`config.mk`:
```
export PLATFORM = sky130hd
export DESIGN_NAME = csi_frame_polar_extractor
export DESIGN_NICKNAME = d
export VERILOG_FILES = /design/src/rtl/csi_pkg.sv /design/src/rtl/csi_frame_polar_extractor.sv /design/src/rtl/csi_cordic.sv /design/src/rtl/csi_ctrl.sv
export SDC_FILE = /design/constraint.sdc
export NUM_CORES = 2
export LEC_CHECK = 0
export ABC_AREA = 1
export BUFFER_PORTS_ARGS = -buffer_cell sky130_fd_sc_hd__buf_2
export CAP_MARGIN = 30
export CORE_MARGIN = 4
export CORE_UTILIZATION = 67
export DETAILED_ROUTE_END_ITERATION = 8
export PLACE_DENSITY = 0.93
export SLEW_MARGIN = 20
export SYNTH_ARGS = -nofsm -noshare
export SYNTH_HDL_FRONTEND = slang
export SYNTH_SLANG_ARGS = --single-unit
```
`constraint.sdc`:
```
create_clock -name clk -period 13 [get_ports clk]
set_clock_uncertainty 0.1 [all_clocks]
set_input_delay 0 -clock clk [delete_from_list [all_inputs] [get_ports clk]]
set_output_delay 0 -clock clk [all_outputs]
set_load 0.05 [all_outputs]
```
`src/rtl/csi_pkg.sv`:
```
package csi_pkg;

	localparam int MaxSubcarriersDef = 256;
	localparam int CordicStagesDef   = 16;

	localparam logic [7:0]  MAGIC_BYTE   = 8'h11;
	localparam int          HdrLen       = 18;
	localparam logic [17:0] MAG_MAX      = 18'd185364;
	localparam int          PhaseMax     = 25736;
	localparam int          HalfPiQ16    = 102944;
	localparam logic [29:0] INV_GAIN_Q30 = 30'd652032875;

	localparam logic [1:0] KIND_HEADER = 2'd0;
	localparam logic [1:0] KIND_SUB    = 2'd1;
	localparam logic [1:0] KIND_ERROR  = 2'd2;

	localparam logic [2:0] FID_RSSI    = 3'd0;
	localparam logic [2:0] FID_ADDR    = 3'd1;
	localparam logic [2:0] FID_SEQ     = 3'd2;
	localparam logic [2:0] FID_STREAM  = 3'd3;
	localparam logic [2:0] FID_CHANNEL = 3'd4;
	localparam logic [2:0] FID_CHIP    = 3'd5;

	localparam logic [1:0] REG_NATIVE  = 2'd0;
	localparam logic [1:0] REG_DISPLAY = 2'd1;
	localparam logic [1:0] REG_EXPORT  = 2'd2;
	localparam logic [1:0] REG_RSSI    = 2'd3;

	typedef struct packed {
		logic [7:0] data_byte;
		logic       frame_start;
	} csi_in_t;

	typedef struct packed {
		logic [1:0]  kind;
		logic [2:0]  field_id;
		logic [47:0] field_value;
		logic [7:0]  sub_index;
		logic [17:0] magnitude;
		logic [15:0] phase;
		logic        to_display;
		logic        to_export;
		logic        last;
	} csi_out_t;

	// command from controller to cordic datapath
	typedef struct packed {
		logic        start;
		logic [15:0] re;
		logic [15:0] im;
	} csi_cmd_t;

	typedef struct packed {
		logic        done;
		logic [17:0] magnitude;
		logic [15:0] phase;
	} csi_sts_t;

	function automatic logic [16:0] atan_q16(input logic [4:0] i);
		case (i)
			5'd0: atan_q16 = 17'd51472;
			5'd1: atan_q16 = 17'd30385;
			5'd2: atan_q16 = 17'd16055;
			5'd3: atan_q16 = 17'd8150;
			5'd4: atan_q16 = 17'd4091;
			5'd5: atan_q16 = 17'd2047;
			5'd6: atan_q16 = 17'd1024;
			5'd7: atan_q16 = 17'd512;
			5'd8: atan_q16 = 17'd256;
			5'd9: atan_q16 = 17'd128;
			5'd10: atan_q16 = 17'd64;
			5'd11: atan_q16 = 17'd32;
			5'd12: atan_q16 = 17'd16;
			5'd13: atan_q16 = 17'd8;
			5'd14: atan_q16 = 17'd4;
			5'd15: atan_q16 = 17'd2;
			5'd16: atan_q16 = 17'd1;
			default: atan_q16 = 17'd0;
		endcase
	endfunction

endpackage

```
`src/rtl/csi_frame_polar_extractor.sv`:
```
// channel   dir  handshake          request
// in        in   in_valid/in_stall  data_byte, frame_start
// out       out  out_valid/out_stall kind..last result
// cfg       in   cfg_valid/cfg_ready index + data
// a header or pair byte is taken as it comes; the last byte of a windowed subcarrier
// stalls input while the shared cordic unit works on the pair (a zero pair skips the
// iterations), longer while an earlier result still waits in the output register
// one output register; input stalls while it is full and stalled
// reset clears position and frame state and sets the configuration registers to their defaults
module csi_frame_polar_extractor import csi_pkg::*; #(
	parameter int MAX_SUBCARRIERS = MaxSubcarriersDef,
	parameter int CORDIC_STAGES   = CordicStagesDef
) (
	input  logic       clk,
	input  logic       arst_n,
	input  logic       in_valid,
	output logic       in_stall,
	input  csi_in_t    in_data,
	output logic       out_valid,
	input  logic       out_stall,
	output csi_out_t   out_data,
	input  logic       cfg_valid,
	output logic       cfg_ready,
	input  logic [1:0] cfg_index,
	input  logic [1:0] cfg_data
);
	csi_cmd_t cmd;
	csi_sts_t sts;

	// byte parser and result sequencing
	csi_ctrl #(.MAX_SUBCARRIERS(MAX_SUBCARRIERS)) u_ctrl (
		.clk, .arst_n, .in_valid, .in_stall, .in_data,
		.out_valid, .out_stall, .out_data,
		.cfg_valid, .cfg_ready, .cfg_index, .cfg_data,
		.cmd, .sts
	);

	// iterative vectoring cordic
	csi_cordic #(.CORDIC_STAGES(CORDIC_STAGES)) u_cordic (
		.clk, .arst_n, .cmd, .sts
	);
endmodule

```
`src/rtl/csi_cordic.sv`:
```
module csi_cordic import csi_pkg::*; #(
	parameter int CORDIC_STAGES = CordicStagesDef
) (
	input  logic     clk,
	input  logic     arst_n,
	input  csi_cmd_t cmd,
	output csi_sts_t sts
);
	typedef enum logic [2:0] {
		C_IDLE = 3'b001,
		C_ITER = 3'b010,
		C_FIN  = 3'b100
	} cst_t;

	cst_t state_q;
	logic [4:0] iter_q;
	logic signed [26:0] x_q, y_q;
	logic signed [19:0] z_q;
	logic [17:0] mag_q;
	logic [15:0] ph_q;
	logic done_q;

	logic signed [26:0] x0, y0, xs, ys;
	logic signed [19:0] z0, zr;
	logic signed [16:0] ps;
	logic [56:0] prod;
	logic [20:0] mr;

	always_comb begin
		x0 = 27'(signed'(cmd.re)) <<< 8;
		y0 = 27'(signed'(cmd.im)) <<< 8;
		z0 = '0;
		if (x0 < 0) begin
			if (y0 >= 0) begin
				x0 = y0; y0 = -(27'(signed'(cmd.re)) <<< 8); z0 = 20'(HalfPiQ16);
			end else begin
				x0 = -y0; y0 = 27'(signed'(cmd.re)) <<< 8; z0 = -20'(HalfPiQ16);
			end
		end
		xs = x_q >>> iter_q;
		ys = y_q >>> iter_q;
		prod = 57'(x_q[26] ? 27'd0 : x_q) * 57'(INV_GAIN_Q30) + (57'd1 << 35);
		mr = prod[56:36];
		zr = (z_q + 20'sd4) >>> 3;
		if (zr > 20'(PhaseMax)) ps = 17'(PhaseMax);
		else if (zr < -20'(PhaseMax)) ps = -17'(PhaseMax);
		else ps = zr[16:0];
	end

	always_ff @(posedge clk or negedge arst_n) begin
		if (!arst_n) begin
			state_q <= C_IDLE;
			done_q <= 1'b0;
			iter_q <= '0;
		end else begin
			done_q <= 1'b0;
			case (state_q)
				C_IDLE: begin
					if (cmd.start) begin
						x_q <= x0; y_q <= y0; z_q <= z0; iter_q <= '0;
						if (cmd.re == 16'd0 && cmd.im == 16'd0) begin
							mag_q <= '0; ph_q <= '0; done_q <= 1'b1;
						end else
							state_q <= C_ITER;
					end
				end
				C_ITER: begin
					if (y_q >= 0) begin
						x_q <= x_q + ys; y_q <= y_q - xs;
						z_q <= z_q + 20'(atan_q16(iter_q));
					end else begin
						x_q <= x_q - ys; y_q <= y_q + xs;
						z_q <= z_q - 20'(atan_q16(iter_q));
					end
					iter_q <= iter_q + 5'd1;
					if (iter_q == 5'(CORDIC_STAGES - 1)) state_q <= C_FIN;
				end
				C_FIN: begin
					mag_q <= (mr > 21'(MAG_MAX)) ? MAG_MAX : mr[17:0];
					ph_q <= 16'(ps);
					done_q <= 1'b1;
					state_q <= C_IDLE;
				end
				default: state_q <= C_IDLE;
			endcase
		end
	end

	assign sts.done = done_q;
	assign sts.magnitude = mag_q;
	assign sts.phase = ph_q;
endmodule

```
`src/rtl/csi_ctrl.sv`:
```
module csi_ctrl import csi_pkg::*; #(
	parameter int MAX_SUBCARRIERS = MaxSubcarriersDef
) (
	input  logic     clk,
	input  logic     arst_n,
	input  logic     in_valid,
	output logic     in_stall,
	input  csi_in_t  in_data,
	output logic     out_valid,
	input  logic     out_stall,
	output csi_out_t out_data,
	input  logic     cfg_valid,
	output logic     cfg_ready,
	input  logic [1:0] cfg_index,
	input  logic [1:0] cfg_data,
	output csi_cmd_t cmd,
	input  csi_sts_t sts
);
	typedef enum logic [2:0] {
		S_PARSE = 3'b001,
		S_WAIT  = 3'b010,
		S_LOAD  = 3'b100
	} st_t;

	st_t state_q;
	logic [1:0] nat_q, disp_q, exp_q;
	logic rssi_q;
	logic [10:0] pos_q;
	logic good_q;
	logic [47:0] hdr_q;
	logic [23:0] pair_q;
	csi_out_t res_q, pend_q;
	logic ovalid_q;

	logic [8:0] ncount;
	logic [10:0] total;
	logic [7:0] dlo, dhi, elo, ehi, lo, hi, idx;
	logic [10:0] off, pcur;
	logic good, fire, take;
	logic [47:0] hnext;
	csi_out_t r, res_d;
	logic emit, to_cordic;
	logic out_free, load_sub, load_res;

	function automatic logic [15:0] win(input logic [8:0] n, input logic [1:0] s);
		logic [7:0] l, h;
		if (n >= 9'd256) begin
			l = (s <= 2'd1) ? 8'd128 : 8'd0;
			h = (s == 2'd0) ? 8'd191 : 8'd255;
		end else if (n >= 9'd128) begin
			l = (s == 2'd0) ? 8'd64 : 8'd0;
			h = 8'd127;
		end else begin
			l = 8'd0; h = 8'd63;
		end
		return {l, h};
	endfunction

	always_comb begin
		ncount = (nat_q == 2'd0) ? 9'd64 : (nat_q == 2'd1) ? 9'd128 : 9'd256;
		if (ncount > 9'(MAX_SUBCARRIERS) && ncount > 9'd64) ncount = ncount >> 1;
		if (ncount > 9'(MAX_SUBCARRIERS) && ncount > 9'd64) ncount = ncount >> 1;
		total = 11'(HdrLen) + {ncount, 2'b00};
		{dlo, dhi} = win(ncount, disp_q);
		{elo, ehi} = win(ncount, exp_q);
		lo = (dlo < elo) ? dlo : elo;
		hi = (dhi > ehi) ? dhi : ehi;
		off = pos_q - 11'(HdrLen);
		idx = off[9:2];
		pcur = in_data.frame_start ? 11'd0 : pos_q;
		// slot free when nothing is waiting or it leaves now
		out_free = !ovalid_q || !out_stall;
		take = in_valid && !in_stall;
		good = in_data.frame_start || good_q;
		hnext = {hdr_q[39:0], in_data.data_byte};
		r = '0;
		emit = 1'b0;
		to_cordic = 1'b0;
		fire = take && good && !(in_data.frame_start ? 1'b0 : pos_q >= total);
		if (fire) begin
			if (pcur < 11'(HdrLen)) begin
				case (pcur)
					11'd3: begin
						emit = 1'b1; r.field_id = FID_RSSI;
						r.field_value = rssi_q ? {32'd0, hnext[15:0]} : 48'd0;
					end
					11'd9: begin emit = 1'b1; r.field_id = FID_ADDR; r.field_value = hnext; end
					11'd11: begin
						emit = 1'b1; r.field_id = FID_SEQ; r.field_value = {32'd0, hnext[15:0]};
					end
					11'd13, 11'd15, 11'd17: begin
						emit = 1'b1;
						r.field_id = (pos_q == 11'd13) ? FID_STREAM :
							(pos_q == 11'd15) ? FID_CHANNEL : FID_CHIP;
						r.field_value = {32'd0, hnext[7:0], hnext[15:8]};
					end
					default: ;
				endcase
				r.kind = KIND_HEADER;
				if ((pcur < 11'd2 || (!rssi_q && pos_q < 11'd4)) &&
					in_data.data_byte != MAGIC_BYTE) begin
					r = '0; r.kind = KIND_ERROR; r.last = 1'b1; emit = 1'b1;
				end
			end else if (off[1:0] == 2'd3 && idx >= lo && idx <= hi) begin
				to_cordic = 1'b1;
				r.kind = KIND_SUB;
				r.sub_index = idx;
				r.to_display = (idx >= dlo && idx <= dhi);
				r.to_export = (idx >= elo && idx <= ehi);
				r.last = (idx == hi);
			end
		end
		// polar result moves to the output register once it is free
		load_sub = ((state_q == S_WAIT && sts.done) || state_q == S_LOAD) && out_free;
		load_res = (fire && emit) || load_sub;
		res_d = r;
		if (load_sub) begin
			res_d = pend_q;
			res_d.magnitude = sts.magnitude;
			res_d.phase = sts.phase;
		end
	end

	assign in_stall = (state_q != S_PARSE) || (ovalid_q && out_stall);
	assign cfg_ready = 1'b1;
	assign cmd.start = to_cordic;
	assign cmd.re = pair_q[15:0];
	assign cmd.im = {in_data.data_byte, pair_q[23:16]};
	assign out_valid = ovalid_q;
	assign out_data = res_q;

	always_ff @(posedge clk or negedge arst_n) begin
		if (!arst_n) begin
			state_q <= S_PARSE;
			nat_q <= '0; disp_q <= '0; exp_q <= '0; rssi_q <= 1'b1;
			pos_q <= '0; good_q <= 1'b0; hdr_q <= '0; pair_q <= '0;
			ovalid_q <= 1'b0;
		end else begin
			if (cfg_valid) begin
				case (cfg_index)
					REG_NATIVE:  nat_q <= cfg_data;
					REG_DISPLAY: disp_q <= cfg_data;
					REG_EXPORT:  exp_q <= cfg_data;
					REG_RSSI:    rssi_q <= cfg_data[0];
					default: ;
				endcase
			end
			if (load_res) begin
				res_q <= res_d; ovalid_q <= 1'b1;
			end else if (ovalid_q && !out_stall) ovalid_q <= 1'b0;
			if (take && good) begin
				if (!fire) good_q <= 1'b0;
				else begin
					pos_q <= pcur + 11'd1;
					good_q <= (pcur + 11'd1 < total) && !(emit && r.kind == KIND_ERROR);
					if (pcur < 11'(HdrLen)) hdr_q <= hnext;
					else case (off[1:0])
						2'd0: pair_q <= {16'd0, in_data.data_byte};
						2'd1: pair_q[15:8] <= in_data.data_byte;
						2'd2: pair_q[23:16] <= in_data.data_byte;
						default: ;
					endcase
					if (to_cordic) begin
						pend_q <= r; state_q <= S_WAIT;
					end
				end
			end
			if (load_sub) state_q <= S_PARSE;
			else if (state_q == S_WAIT && sts.done) state_q <= S_LOAD;
		end
	end
endmodule

```
==> summary by stage <==
Run status
The flow ran to the end, and the final reports show no timing, DRC or antenna violations.

Hold path
The worst hold path was traced through 4 stages. The class of the tightest hold or removal check is input pin to register.

STA
At the pin with the least slew margin, the transition time is 0.9476 ns. The normalized max-slew margin is 0.3676. The number of pins exceeding their max-slew limit in the final report is 0.

Setup violations remaining at the end of the flow were counted as 0. Once routing completed, OpenROAD measured the worst setup slack at 4.518 ns. Timing would allow up to 117.9 MHz. The final hold violation count is 0.

For the final routed database, the setup TNS stands at 0 ns. Setup repair after global routing left no endpoint under its margin. Subtracting the final worst setup slack from the clock period gives 8.482 ns. In the finished design, the share of the clock period the worst path needs comes to 0.6525.

Final layout
The growth of design area from synthesis to finish is 6.564%. After routing the design area is 43790 um2. The final layout contains 6165 nets.

Fill cells in the final layout number 4695. The fraction of layout instances using a drive strength above 1 is 0.06603. The share of the core filled with cells is 0.7229.

Logic synthesis
The top cell type's share of synthesized area is 0.1973. The summed instance area of the synthesized netlist is 41100 um2. The average footprint of a synthesized cell is 7.679 um2. By area the synthesized netlist is led by edfxtp_1 20%, fa_1 17%, ha_1 11%, nand2_1 11%, inv_1 9.8%.

The simple-gate share of the synthesized area is 0.2235. For this run, the register share of the synthesized area comes to 0.2558. Of the post-synthesis cell area, the part taken by muxes is 0.002953. The number of synthesized register bits is 366. The cell type with the largest total area after synthesis is edfxtp_1. The cell count after synthesis came out at 5352. After synthesis, the largest family of logic cells by area is adder cells. Of the total synthesized cell area, the portion taken by XOR and XNOR cells is 0.02153. The number of enable flip-flop cells after synthesis is 270. The yosys synthesis warning count is 0. The compound-cell area share of the yosys netlist is 0.1011. For this run, the leading register cell type out of synthesis is edfxtp_1. Counting flops with an async set or reset pin after synthesis yields a share of 0.2623. Counting distinct cell types in the post-synthesis netlist gives 62. The post-synthesis adder-cell area fraction is 0.2789.

Clock network
In this run the deepest clock path goes through 3 buffers. TritonCTS built the clock tree. The H-tree was split into 2 levels. The clock transition at the register clock pins on the worst setup and hold paths after CTS is 0.06 ns. The clock net sink count is 366. The insertion delay of the later-clocked pin in the worst-skew pair is 0.59 ns. Counting the buffers created by CTS gives 40.

The CTS root buffer is clkbuf_16.

Route
For this block, the via count after detailed routing is 37740. The routed design has 126.0 mm of wire. Using the TritonRoute via totals, the vias-per-cell ratio works out to 6.039. In the routed design, unresolved DRC markers number 0.

The violation count after the first detailed-route iteration is 4330. The routed length per placed instance is 20.17 um. The pre-antenna-repair detailed-routing pass consisted of 9 iterations. The remaining number of nets flagged by the antenna check after routing is 0.

Placed design
The detailed placer's ending HPWL is 99.98 mm. The global placement routability congestion is 1.109. Port buffering added 117 buffers.

Before CTS, the worst setup slack after placement is 4.733 ns. The instance area after placement is 42340 um2.

Power
The power per unit of standard cell area is 54.43 nW/um2. The design draws 2.384 mW. VDD sags by at most 0.1183 mV. The analysis attributes to cell leakage a power of 21.48 nW.

Die
For this configuration, the core starts out at a cell density of 0.6783. After floorplanning, the core was sized to cover 60580 um2. The number of placed I/O pins is 119. The count of standard-cell rows is 90. The die extent in x is 255.7 um. The y dimension of the die is 255.7 um.

The floorplan step defined a die boundary enclosing 65360 um2.

Worst setup path
The startpoint-to-endpoint class of the critical path is register to register. The worst register-to-register path has a depth of 34. STA classifies the critical path endpoint as a register. Of all nets on the critical path, the largest fanout is 33. The delay contributed by the slowest stage of the critical path is 0.54 ns. The slowest cell on the critical path is fa_1. Data on the critical path is required at its endpoint by 13.21 ns.

The cell type with the highest occurrence count on the critical path is nor2_1. The worst setup path is launched from a register. STA puts the critical path data arrival time at 8.70 ns.

Global route
The via count of the first global-routing pass is 36700. The total track usage is 0.3781. After global routing the overflow that remains totals 0. The number of antenna violations at the first check in global routing is 2. The pin count of the biggest net entering global routing is 98. The first-pass GRT wire length is 196.7 mm.

Job
The tool flagged a number of max-cap violations equal to 0.
[flip-flops by register name (all words and copies together), names as in the netlist]
name / count
u_ctrl.disp_q: 2
u_ctrl.nat_q: 2
u_cordic.iter_q: 5
u_ctrl.good_q: 1
u_ctrl.hdr_q: 40
u_cordic.mag_q: 18
u_cordic.state_q: 3
u_ctrl.state_q: 3
u_ctrl.rssi_q: 1
u_cordic.x_q: 27
u_ctrl.pos_q: 11
u_ctrl.exp_q: 2
u_ctrl.pair_q: 24
u_cordic.ph_q: 16
u_ctrl.out_data: 98
u_ctrl.out_valid: 1
u_cordic.y_q: 27
u_cordic.done_q: 1
u_ctrl.pend_q: 64
u_cordic.z_q: 20
[final timing paths]
check,slack (ns),endpoint,startpoint
worst max-delay path,4.52,u_cordic.mag_q[16],u_cordic.x_q[26]
worst min-delay path,0.20,u_ctrl.out_valid,out_stall
worst max register to register,4.52,u_cordic.mag_q[16],u_cordic.x_q[26]
worst min register to register,0.39,u_ctrl.exp_q[0],u_ctrl.exp_q[0]
max in group asynchronous,11.38,u_ctrl.pair_q[15],arst_n
min in group asynchronous,0.49,u_ctrl.hdr_q[17],arst_n
[stage by stage]
step,hold slack [ns],cells
final,0.1995,6250
after floorplan,-0.3956,5353
after global placement,-0.1316,6150
after detailed placement,-0.1261,6152
after global routing,0.2368,6249
after CTS,0.1912,6248
[cell type report]
cell class | instances | area, um2 | area share
diodes | 1 | 2.502 | 0.00005714
repair buffers | 168 | 1079 | 0.02463
inverters | 1110 | 4167 | 0.09514
well taps | 782 | 978.4 | 0.02234
clock buffers | 48 | 1031 | 0.02354
flip-flops and latches | 366 | 10520 | 0.2402
clock inverters | 25 | 153.9 | 0.003514
multi-input cells | 3750 | 25860 | 0.5906
[per-layer routing]
| metal | wire length, um | up-vias | track usage |
|---|---|---|---|
| met1 | 45890 | 17610 | 0.4731 |
| met2 | 58690 | 2392 | 0.6300 |
| met4 | 9255 | 2 | 0.2129 |
| met3 | 12190 | 597 | 0.06016 |
| met5 | 12 | - | 0 |
| li1 | - | 17140 | - |
[power breakdown]
| group | total, mW | switching (mW) | internal (mW) |
|---|---|---|---|
| clock network | 1.06 | 0.493 | 0.571 |
| logic | 0.0712 | 0.0470 | 0.0241 |
| registers | 1.25 | 0.00272 | 1.25 |
| total | 2.38 | 0.543 | 1.84 |
[cells by family after synthesis]
logic type                 Yosys count
adders and majority gates          711
DFF                                366
AOI/OAI and AO/OA                  736
other                                1
xor gates and xnor gates           101
buffers and inverters             1237
and+or+nand+nor                   2189
muxes                               11
[cell usage in the layout, fill, tap and decap left out, drive strengths merged, types with 8 or more instances in the layout]
cell type / count
nand2: 1209
inv: 1106
nor2: 540
ha: 369
fa: 342
o21ai: 320
edfxtp: 270
nand3: 253
a21oi: 231
buf: 146
dfrtp: 93
nor3: 77
xor2: 70
clkbuf: 48
or2: 39
nand4: 34
o211ai: 33
xnor2: 31
o22ai: 30
clkinv: 25
dlygate4sd3: 22
o21bai: 21
o31ai: 20
o221ai: 17
o41ai: 17
nor4: 17
a31oi: 14
o21a: 11
nand3b: 10
mux2: 9
a21o: 8
[critical path, delay by kind of cell (launching register included)]
family,cells,cell delay (ns)
AND/OR/NAND/NOR,19,3.01
flip-flops,1,0.37
buffers and inverters,6,0.81
AO/OA/AOI/OAI,2,0.54
adder cells (fa/ha/maj),7,3.37
[synthesized netlist by cell type, types with 21 or more instances]
| cell type | number |
|---|---|
| edfxtp_1 | 270 |
| a21oi_1 | 230 |
| inv_2 | 28 |
| nand2_1 | 1189 |
| o22ai_1 | 30 |
| buf_2 | 29 |
| o21ai_1 | 66 |
| dfrtp_1 | 93 |
| fa_1 | 342 |
| o211ai_1 | 33 |
| ha_1 | 369 |
| xnor2_1 | 31 |
| clkbuf_1 | 64 |
| nand3_1 | 251 |
| nand4_1 | 34 |
| o21bai_1 | 21 |
| inv_1 | 1076 |
| nor2_2 | 36 |
| o21ai_0 | 252 |
| xor2_1 | 70 |
| or2_2 | 33 |
| nor3_1 | 71 |
| nor2_1 | 497 |
[repair_timing]
action                     4_1_cts  5_1_grt
hold buffers                    23        0
setup buffers                    0        0
hold endpoints to repair       145        0
setup endpoints to repair        0        0
resized for setup                0        0
(Power assumes the default switching activity.)
